`src/sv/assert_macros.svh`:
```
// assertion helpers for the rtl (included by record_list_opcode_parser_unit.sv)
`ifndef ASSERT_MACROS_SVH
`define ASSERT_MACROS_SVH

// property must hold at every clock edge out of reset
`define RLOP_ASSERT(label, prop, msg) \
    label: assert property (@(posedge aclk) disable iff (!aresetn) prop) else $error(msg);

// condition must never be true out of reset
`define RLOP_NEVER(label, cond, msg) \
    `RLOP_ASSERT(label, !(cond), msg)

`endif

```
`src/sv/rlop_pkg.sv`:
```
package rlop_pkg;

    // input item
    typedef struct packed {
        logic [7:0] data_byte;
        logic       list_start;
    } in_item_t;

    // result item
    typedef struct packed {
        logic [3:0]  field_kind;
        logic [7:0]  slot;
        logic [15:0] field_value;
        logic [15:0] record_number;
        logic        list_done;
    } out_item_t;

    // field kinds
    localparam logic [3:0] KIND_TYPE        = 4'd0;
    localparam logic [3:0] KIND_MODEL_COUNT = 4'd1;
    localparam logic [3:0] KIND_MODEL_ID    = 4'd2;
    localparam logic [3:0] KIND_DISABLE     = 4'd3;
    localparam logic [3:0] KIND_RECOL_SRC   = 4'd4;
    localparam logic [3:0] KIND_RECOL_DST   = 4'd5;
    localparam logic [3:0] KIND_HEAD        = 4'd6;
    localparam logic [3:0] KIND_RECORD_END  = 4'd7;
    localparam logic [3:0] KIND_EMPTY_LIST  = 4'd8;
    localparam logic [3:0] KIND_UNKNOWN     = 4'd9;

    // opcodes
    localparam logic [7:0] OP_END     = 8'd0;
    localparam logic [7:0] OP_TYPE    = 8'd1;
    localparam logic [7:0] OP_MODELS  = 8'd2;
    localparam logic [7:0] OP_DISABLE = 8'd3;
    localparam logic [7:0] OP_SRC_LO  = 8'd40;
    localparam logic [7:0] OP_SRC_HI  = 8'd49;
    localparam logic [7:0] OP_DST_LO  = 8'd50;
    localparam logic [7:0] OP_DST_HI  = 8'd59;
    localparam logic [7:0] OP_HEAD_LO = 8'd60;
    localparam logic [7:0] OP_HEAD_HI = 8'd69;

    // parser phases
    typedef enum logic [8:0] {
        PH_WAIT     = 9'b000000001,
        PH_CNT_LO   = 9'b000000010,
        PH_OPCODE   = 9'b000000100,
        PH_TYPE     = 9'b000001000,
        PH_MCOUNT   = 9'b000010000,
        PH_MODEL_HI = 9'b000100000,
        PH_MODEL_LO = 9'b001000000,
        PH_VAL_HI   = 9'b010000000,
        PH_VAL_LO   = 9'b100000000
    } phase_t;

endpackage

```
`src/sv/record_list_opcode_parser_unit.sv`:
```
// channel | ports                     | payload
// input   | s_valid, s_ready, s_item  | rlop_pkg::in_item_t  (data_byte, list_start)
// result  | m_valid, m_ready, m_item  | rlop_pkg::out_item_t (kind, slot, value, record, done)
//
// one byte per cycle while the result is taken: a byte is held in the input register,
// then the parser step writes its result into the result register, which drives m_;
// throughput is set by the single parser step per cycle.
// aresetn (synchronous, active low) returns the parser to waiting for a list start.
// a stalled result blocks the parser step only; the input register still takes
// one more byte while the result waits.
`include "assert_macros.svh"

module record_list_opcode_parser_unit (
    input  logic                 aclk,
    input  logic                 aresetn,
    input  logic                 s_valid,
    output logic                 s_ready,
    input  rlop_pkg::in_item_t   s_item,
    output logic                 m_valid,
    input  logic                 m_ready,
    output rlop_pkg::out_item_t  m_item
);

    // input register
    logic                in_valid_reg;
    rlop_pkg::in_item_t  in_item_reg;

    // result register
    logic                out_valid_reg;
    rlop_pkg::out_item_t out_item_reg;

    // parser state
    rlop_pkg::phase_t phase_reg, phase_next;
    logic [7:0]  opcode_reg, opcode_next;
    logic [7:0]  hold_reg, hold_next;
    logic [7:0]  model_total_reg, model_total_next;
    logic [7:0]  model_index_reg, model_index_next;
    logic [15:0] records_left_reg, records_left_next;
    logic [15:0] record_counter_reg, record_counter_next;

    logic                advance;
    logic                emit;
    rlop_pkg::out_item_t out_next;
    logic [7:0]          b;
    logic [15:0]         word;
    logic [15:0]         left_dec;
    logic [7:0]          index_inc;

    // handshake: parser steps when an item is held and the result slot is free or being taken
    assign advance = in_valid_reg && (!out_valid_reg || m_ready);
    assign s_ready = !in_valid_reg || advance;
    assign m_valid = out_valid_reg;
    assign m_item  = out_item_reg;

    assign b         = in_item_reg.data_byte;
    assign word      = {hold_reg, b};
    assign left_dec  = records_left_reg - 16'd1;
    assign index_inc = model_index_reg + 8'd1;

    // one parser step
    always_comb begin
        phase_next          = phase_reg;
        opcode_next         = opcode_reg;
        hold_next           = hold_reg;
        model_total_next    = model_total_reg;
        model_index_next    = model_index_reg;
        records_left_next   = records_left_reg;
        record_counter_next = record_counter_reg;
        emit                = 1'b0;
        out_next            = '0;
        out_next.record_number = record_counter_reg;

        if (in_item_reg.list_start) begin
            hold_next  = b;
            phase_next = rlop_pkg::PH_CNT_LO;
        end else begin
            unique case (phase_reg)
                rlop_pkg::PH_CNT_LO: begin
                    record_counter_next    = '0;
                    records_left_next      = word;
                    out_next.record_number = '0;
                    if (word == 16'd0) begin
                        phase_next          = rlop_pkg::PH_WAIT;
                        emit                = 1'b1;
                        out_next.field_kind = rlop_pkg::KIND_EMPTY_LIST;
                        out_next.list_done  = 1'b1;
                    end else begin
                        phase_next = rlop_pkg::PH_OPCODE;
                    end
                end
                rlop_pkg::PH_OPCODE: begin
                    priority if (b == rlop_pkg::OP_END) begin
                        records_left_next   = left_dec;
                        emit                = 1'b1;
                        out_next.field_kind = rlop_pkg::KIND_RECORD_END;
                        if (left_dec == 16'd0) begin
                            phase_next         = rlop_pkg::PH_WAIT;
                            out_next.list_done = 1'b1;
                        end else begin
                            record_counter_next = record_counter_reg + 16'd1;
                        end
                    end else if (b == rlop_pkg::OP_TYPE) begin
                        phase_next = rlop_pkg::PH_TYPE;
                    end else if (b == rlop_pkg::OP_MODELS) begin
                        phase_next = rlop_pkg::PH_MCOUNT;
                    end else if (b == rlop_pkg::OP_DISABLE) begin
                        emit                 = 1'b1;
                        out_next.field_kind  = rlop_pkg::KIND_DISABLE;
                        out_next.field_value = 16'd1;
                    end else if (b >= rlop_pkg::OP_SRC_LO && b <= rlop_pkg::OP_HEAD_HI) begin
                        opcode_next = b;
                        phase_next  = rlop_pkg::PH_VAL_HI;
                    end else begin
                        phase_next           = rlop_pkg::PH_WAIT;
                        emit                 = 1'b1;
                        out_next.field_kind  = rlop_pkg::KIND_UNKNOWN;
                        out_next.field_value = {8'd0, b};
                        out_next.list_done   = 1'b1;
                    end
                end
                rlop_pkg::PH_TYPE: begin
                    phase_next           = rlop_pkg::PH_OPCODE;
                    emit                 = 1'b1;
                    out_next.field_kind  = rlop_pkg::KIND_TYPE;
                    out_next.field_value = {8'd0, b};
                end
                rlop_pkg::PH_MCOUNT: begin
                    model_total_next     = b;
                    model_index_next     = '0;
                    phase_next           = (b == 8'd0) ? rlop_pkg::PH_OPCODE
                                                       : rlop_pkg::PH_MODEL_HI;
                    emit                 = 1'b1;
                    out_next.field_kind  = rlop_pkg::KIND_MODEL_COUNT;
                    out_next.field_value = {8'd0, b};
                end
                rlop_pkg::PH_MODEL_HI: begin
                    hold_next  = b;
                    phase_next = rlop_pkg::PH_MODEL_LO;
                end
                rlop_pkg::PH_MODEL_LO: begin
                    model_index_next     = index_inc;
                    phase_next           = (index_inc == model_total_reg) ? rlop_pkg::PH_OPCODE
                                                                          : rlop_pkg::PH_MODEL_HI;
                    emit                 = 1'b1;
                    out_next.field_kind  = rlop_pkg::KIND_MODEL_ID;
                    out_next.slot        = model_index_reg;
                    out_next.field_value = word;
                end
                rlop_pkg::PH_VAL_HI: begin
                    hold_next  = b;
                    phase_next = rlop_pkg::PH_VAL_LO;
                end
                rlop_pkg::PH_VAL_LO: begin
                    phase_next           = rlop_pkg::PH_OPCODE;
                    emit                 = 1'b1;
                    out_next.field_value = word;
                    priority if (opcode_reg < rlop_pkg::OP_DST_LO) begin
                        out_next.field_kind = rlop_pkg::KIND_RECOL_SRC;
                        out_next.slot       = opcode_reg - rlop_pkg::OP_SRC_LO;
                    end else if (opcode_reg < rlop_pkg::OP_HEAD_LO) begin
                        out_next.field_kind = rlop_pkg::KIND_RECOL_DST;
                        out_next.slot       = opcode_reg - rlop_pkg::OP_DST_LO;
                    end else begin
                        out_next.field_kind = rlop_pkg::KIND_HEAD;
                        out_next.slot       = opcode_reg - rlop_pkg::OP_HEAD_LO;
                    end
                end
                default: begin
                    // waiting for a list start: byte dropped
                    phase_next = rlop_pkg::PH_WAIT;
                end
            endcase
        end
    end

    // input register
    always_ff @(posedge aclk) begin
        if (!aresetn) begin
            in_valid_reg <= 1'b0;
        end else if (s_ready) begin
            in_valid_reg <= s_valid;
        end
        if (s_valid && s_ready) begin
            in_item_reg <= s_item;
        end
    end

    // parser state
    always_ff @(posedge aclk) begin
        if (!aresetn) begin
            phase_reg          <= rlop_pkg::PH_WAIT;
            opcode_reg         <= '0;
            hold_reg           <= '0;
            model_total_reg    <= '0;
            model_index_reg    <= '0;
            records_left_reg   <= '0;
            record_counter_reg <= '0;
        end else if (advance) begin
            phase_reg          <= phase_next;
            opcode_reg         <= opcode_next;
            hold_reg           <= hold_next;
            model_total_reg    <= model_total_next;
            model_index_reg    <= model_index_next;
            records_left_reg   <= records_left_next;
            record_counter_reg <= record_counter_next;
        end
    end

    // result register
    always_ff @(posedge aclk) begin
        if (!aresetn) begin
            out_valid_reg <= 1'b0;
        end else if (advance) begin
            out_valid_reg <= emit;
        end else if (m_ready) begin
            out_valid_reg <= 1'b0;
        end
        if (advance && emit) begin
            out_item_reg <= out_next;
        end
    end

    // checks
    `RLOP_ASSERT(a_done_to_wait,
        (advance && emit && out_next.list_done) |=> (phase_reg == rlop_pkg::PH_WAIT),
        "list end did not return parser to wait")
    `RLOP_ASSERT(a_emit_shows, (advance && emit) |=> out_valid_reg,
        "emitted item not shown on result register")
    `RLOP_NEVER(a_no_overwrite, in_valid_reg && !advance && s_ready,
        "input register overwritten while held")

endmodule

```
`config.mk`:
```
export PLATFORM = sky130hd
export DESIGN_NAME = record_list_opcode_parser_unit
export DESIGN_NICKNAME = d
export VERILOG_FILES = /design/src/sv/rlop_pkg.sv /design/src/sv/record_list_opcode_parser_unit.sv
export VERILOG_INCLUDE_DIRS = /design/src /design/src/sv
export SDC_FILE = /design/constraint.sdc
export NUM_CORES = 1
export LEC_CHECK = 0
export ABC_AREA = 1
export BUFFER_PORTS_ARGS = -buffer_cell sky130_fd_sc_hd__clkbuf_2
export CAP_MARGIN = 0
export CORE_ASPECT_RATIO = 1.1
export CORE_UTILIZATION = 60
export CTS_BUF_LIST = sky130_fd_sc_hd__clkbuf_8
export CTS_CLUSTER_SIZE = 12
export DETAILED_ROUTE_END_ITERATION = 8
export PLACE_DENSITY = 0.9
export SYNTH_ARGS = -nofsm -noshare
export SYNTH_HDL_FRONTEND = slang
export SYNTH_SLANG_ARGS = --single-unit
export TNS_END_PERCENT = 20
```
`constraint.sdc`:
```
create_clock -name aclk -period 4.8 [get_ports aclk]
set_clock_uncertainty 0.2 [all_clocks]
set_input_delay 0.24 -clock aclk [delete_from_list [all_inputs] [get_ports aclk]]
set_output_delay 0.24 -clock aclk [all_outputs]
set_load 0.03 [all_outputs]
```
Word level (Yosys, flattened, before mapping)
Cells that the tools add are included.

operators by class
  add/subtract/negate cells = 6
  order comparisons = 4
  equality and inequality tests = 16
  muxes and demuxes = 53
  bitwise operators = 5
  reduce and logical (&&, ||, !) cells = 27

operator list
  kind                   number
  $mux 16                4
  $mux 8                 8
  $pmux 16 s2            2
  $pmux 9 s7             1
  $mux 9                 6
  $pmux 16 s3            1
  $logic_not 16->1       2
  $pmux 8 s2             2
  $mux 4                 6
  $sub 8x6->8 const B    3
  $pmux 4 s5             1
  $mux 17                1
  $add 16x1->16 const B  1
  $eq 8x2->1 const B     2
  $lt 8x6->1 const B     2
  $sub 16x1->16 const B  1
  $mux 1                 14
  $mux 12                1
  $mux 6                 2
  $mux 10                1
  $eq 9x2->1 const B     1
  $eq 9x3->1 const B     1
  $eq 9x4->1 const B     1
  $eq 9x5->1 const B     1
  28 further kinds       46

storage, ports and cells
  flip-flop bits (word level) = 129
  input bits = 13
  output and inout port bits = 47

Logic depth before layout (Yosys ltp)
  depth in word-level cells = 10
  gate-level depth with buffers = 18
  depth with buffers taken out = 18

Worst setup path before layout
No wires, ideal clock.

  path type = register to register
  start = register in_item_reg (netlist bit b[3])
  end = register out_item_reg (netlist bit m_item[0]), enable pin
  library setup time = 449 ps
  arrival time = 3289 ps
  slack = 862 ps
  stages on the path, launching flop included = 10
  clock period less this slack = 3938 ps
  cells stage by stage = edfxtp_1 -> nor3_2 -> nand2_1 -> nor2_2 -> nand2_2 -> nor3_1 -> nand2_1 -> nand2_1 -> nor3_1 -> nor2_1

between the ends
  longest elaborated chain between the ends = 10
  elaborated cells on any way between the ends = 17
  classes of those cells = 2 x order compare; 3 x eq/ne; 8 x mux; 4 x reduce/logical

RTL lines
  element                                          line                                   RTL
  start, declared                                  record_list_opcode_parser_unit.sv:26   rlop_pkg::in_item_t in_item_reg;
  start signal, assigned                           record_list_opcode_parser_unit.sv:184  in_item_reg <= s_item;
  $ge 8x6->1 / $le 8x7->1 (equally long branches)  record_list_opcode_parser_unit.sv:110  end else if (b >= rlop_pkg::OP_SRC_LO && b <= rlop_pkg::OP_HEAD_HI) begin
  $logic_and 1x1->1                                record_list_opcode_parser_unit.sv:110
  $mux 1                                           record_list_opcode_parser_unit.sv:110
  $mux 1                                           record_list_opcode_parser_unit.sv:106  end else if (b == rlop_pkg::OP_DISABLE) begin
  $mux 1                                           record_list_opcode_parser_unit.sv:104  end else if (b == rlop_pkg::OP_MODELS) begin
  $mux 1                                           record_list_opcode_parser_unit.sv:102  end else if (b == rlop_pkg::OP_TYPE) begin
  $mux 1                                           record_list_opcode_parser_unit.sv:92   priority if (b == rlop_pkg::OP_END) begin
  $pmux 1 s3 *                                     record_list_opcode_parser_unit.sv:77   unique case (phase_reg)
  $mux 1 *                                         record_list_opcode_parser_unit.sv:73   if (in_item_reg.list_start) begin
  $logic_and 1x1->1 *                              record_list_opcode_parser_unit.sv:218  if (advance && emit) begin
  end signal, assigned                             record_list_opcode_parser_unit.sv:219  out_item_reg <= out_next;
  end, declared                                    record_list_opcode_parser_unit.sv:30   rlop_pkg::out_item_t out_item_reg;

Mark *: on every way between the ends. The rest lies on a longest branch, timed or not.
A chain may end at the register's enable or synchronous reset.

Final worst setup path
  start = register in_item_reg (netlist bit b[2])
  end = register out_item_reg (netlist bit m_item[16]), enable pin

Same word-level chain as after synthesis.

==> results.toml <==
[status]
outcome = "finished clean"

[die]
die_width_um = 105
coreArea_sq_um = 11100
start_util = 0.624
die_area_sq_um = 12000
placementRows = 40
ios = 60
fp.dieH_um = 115

[global_routing]
grt-ovfl-total = 0
grt_max_degree = 44
antenna_found_initial = 0
grt_use_total = 0.305
grt_pass1_vias = 6029
grt_pass1_wl_um = 28500

[power_and_ir_drop]
p_seq_frac = 0.550
pwr-share-clk = 0.402
fin_total_pwr_mw = 2.11
irDropWorstVdd_v = 0.000146
swShare = 0.233
p_per_area_nw_per_um2 = 269
leakage_nw = 3.21
pwr-share-comb = 0.048
internal-power_mw = 1.62
p_sw_mw = 0.491

[yosys]
synth_fp_nets = 935
netlist.area_leader.share = 0.234
synth_area_leaders = "edfxtp_1 23%, dfxtp_1 22%, nand2_1 11%"
synthesis.area_sq_um = 6940
yosysSeqAreaShare = 0.450
ys_warn_count = 0
synth_largest_area_cell = "edfxtp_1"
synth.distinct_cells = 46
postSynthCellCount = 911
syn-mean-instance-area_sq_um = 7.62
ys_ff_latch = 129

[drt]
ant_nets = 0
drtIter0Drc = 583
vias = 6561
drcViolationCount = 0
viasPerCell = 5.73
post_drt_wl_per_cell_um = 15.4
drt_wl_total_um = 17700
drt_first_pass_iters = 6

[finish]
nFillCells = 858
syn2layout_area_growth_pct = 13.1
fin_util = 0.706
final_layout_size_suffix_gt1_frac = 0.168
final_nets = 1009
final_area_sq_um = 7840
final_common_cell = "nand2_1"
largest_reg_flops = 45
diodes = 0
layout_common_cells = "195 x nand2_1, 127 x inv_1, 100 x nor2_1"

[critical_path]
endpoint_kind = "flop"
worst-path-max-fanout = 30
crit_type = "flop to flop"
cp-start-kind = "flop"
cpPeakStageDelay_ns = 0.68
cp.arrival_ns = 3.25
cp.required_ns = 4.74
crit_chain = "nor3_1 -> nand2_1 -> nor2_2 -> nand2_2 -> nor3_1 -> nand2_1 -> nand2_1 -> nor3_1 -> nor2_4 -> buf_4"
cpMaxStageDelayCell = "nor2_4"

[placed_design]
dp_slack_ns = 1.65
gp_congestion = 0.951
port_buffers = 59
hpwl_um = 12400
dpl-instance-area_sq_um = 7370

[clock_tree]
clock_sinks = 129
clock_latency_ns = 0.45
clock_path_buffers = 2
cts_buffers = 17
root_buffer = "clkbuf_8"
post_cts_resized = 0
h-tree-depth = 4
clkTransAtPathRegs_ns = 0.07
cts_tree = "built"

[sta]
slew_headroom = 0.310
tightestPinTransition_ns = 1.03
tns_ns = 0
rsz0062_at_grt = "no"
slew_viol_final = 0
min_period_ns = 3.31
fin_crit_sh = 0.690
fin_ws_ns = 1.49
finalSetupViolCount = 0
fmax_ghz = 0.302
hold_violations = 0

[worst_hold_path]
hold_path.class = "flop to flop"

[run]
cap_viol_max_count = 0
[through the flow]
step	cells	hold WS [ns]
final	1145	0.251
after global routing	1145	0.264
after CTS	1145	0.249
after detailed placement	1101	0.222
after global placement	1101	0.226
after floorplan	911	0.139
[layout make-up]
type                            instances  area [sq um]  area share
Clock buffer                           17           234      0.0298
Clock inverter                         15           116      0.0148
Inverter                              143           542      0.0691
Multi-Input combinational cell        620          3210       0.409
Sequential cell                       129          3120       0.398
Tap cell                              147           184      0.0234
Timing Repair Buffer                   74           438      0.0558
[cell usage after synthesis, drive strengths merged]
master and instances:
a211oi 3, a21oi 72, a221oi 4, a22o 1, a22oi 1, a31o 1, a31oi 4, a41oi 1
buf 6, clkbuf 13, dfxtp 75, edfxtp 54, ha 11, inv 143, nand2 211, nand3 51
nand3b 5, nand4 17, nor2 122, nor3 25, nor3b 1, nor4 7, o2111ai 1, o211ai 3
o21ai 55, o221ai 6, o22ai 2, o31ai 1, or2 5, xnor2 3, xnor3 1, xor2 6
[power by group through the flow]
| stage | registers, mW | logic [mW] | clock network (mW) |
|---|---|---|---|
| after detailed placement | 1.18 | 0.0883 | 0 |
| after floorplan | 1.18 | 0.0624 | 0 |
| after global placement | 1.18 | 0.0882 | 0 |
| after CTS | 1.16 | 0.0965 | 0.842 |
| final | 1.16 | 0.100 | 0.848 |
| after global routing | 1.16 | 0.108 | 0.900 |
[what timing repair did]
item                      CTS  global route
hold endpoints to repair   11             0
setup buffers               0             0
hold buffers               12             0
[path summary, 6_finish.rpt]
| kind | start | end | slack (ns) | cells after the start |
|---|---|---|---|---|
| worst min register to register | opcode_reg[0] | opcode_reg[0] | 0.25 | 2 |
| worst max-delay path | b[2] | m_item[16] | 1.49 | 10 |
| worst min-delay path | opcode_reg[0] | opcode_reg[0] | 0.25 | 2 |
| worst max register to register | b[2] | m_item[16] | 1.49 | 10 |
[per-layer routing]
metal,global-route usage,part of all wire,up-vias,wire [um]
li1,-,-,3142,-
met1,0.360,0.38,3002,6800
met2,0.524,0.49,342,8720
met3,0.0601,0.075,75,1320
met4,0.178,0.047,0,829
met5,0,0,-,0
[logic make-up (layout without fill, tap and decap cells)]
kind of cell,after synthesis,count (layout),synth area share
AO/OA/AOI/OAI,155,155,0.126
flip-flops,129,129,0.450
adder cells (fa/ha/maj),11,11,0.0198
AND/OR/NAND/NOR,444,444,0.298
XOR/XNOR,10,10,0.0157
buffers and inverters,162,249,0.0904
[worst max-delay path: cells and delay by family, from the launching register on]
family	cells	cell delay, ns
buffers and inverters	1	0.39
flip-flops	1	0.50
AND/OR/NAND/NOR	9	1.88
No activity file was read; power rests on OpenSTA's default activity.
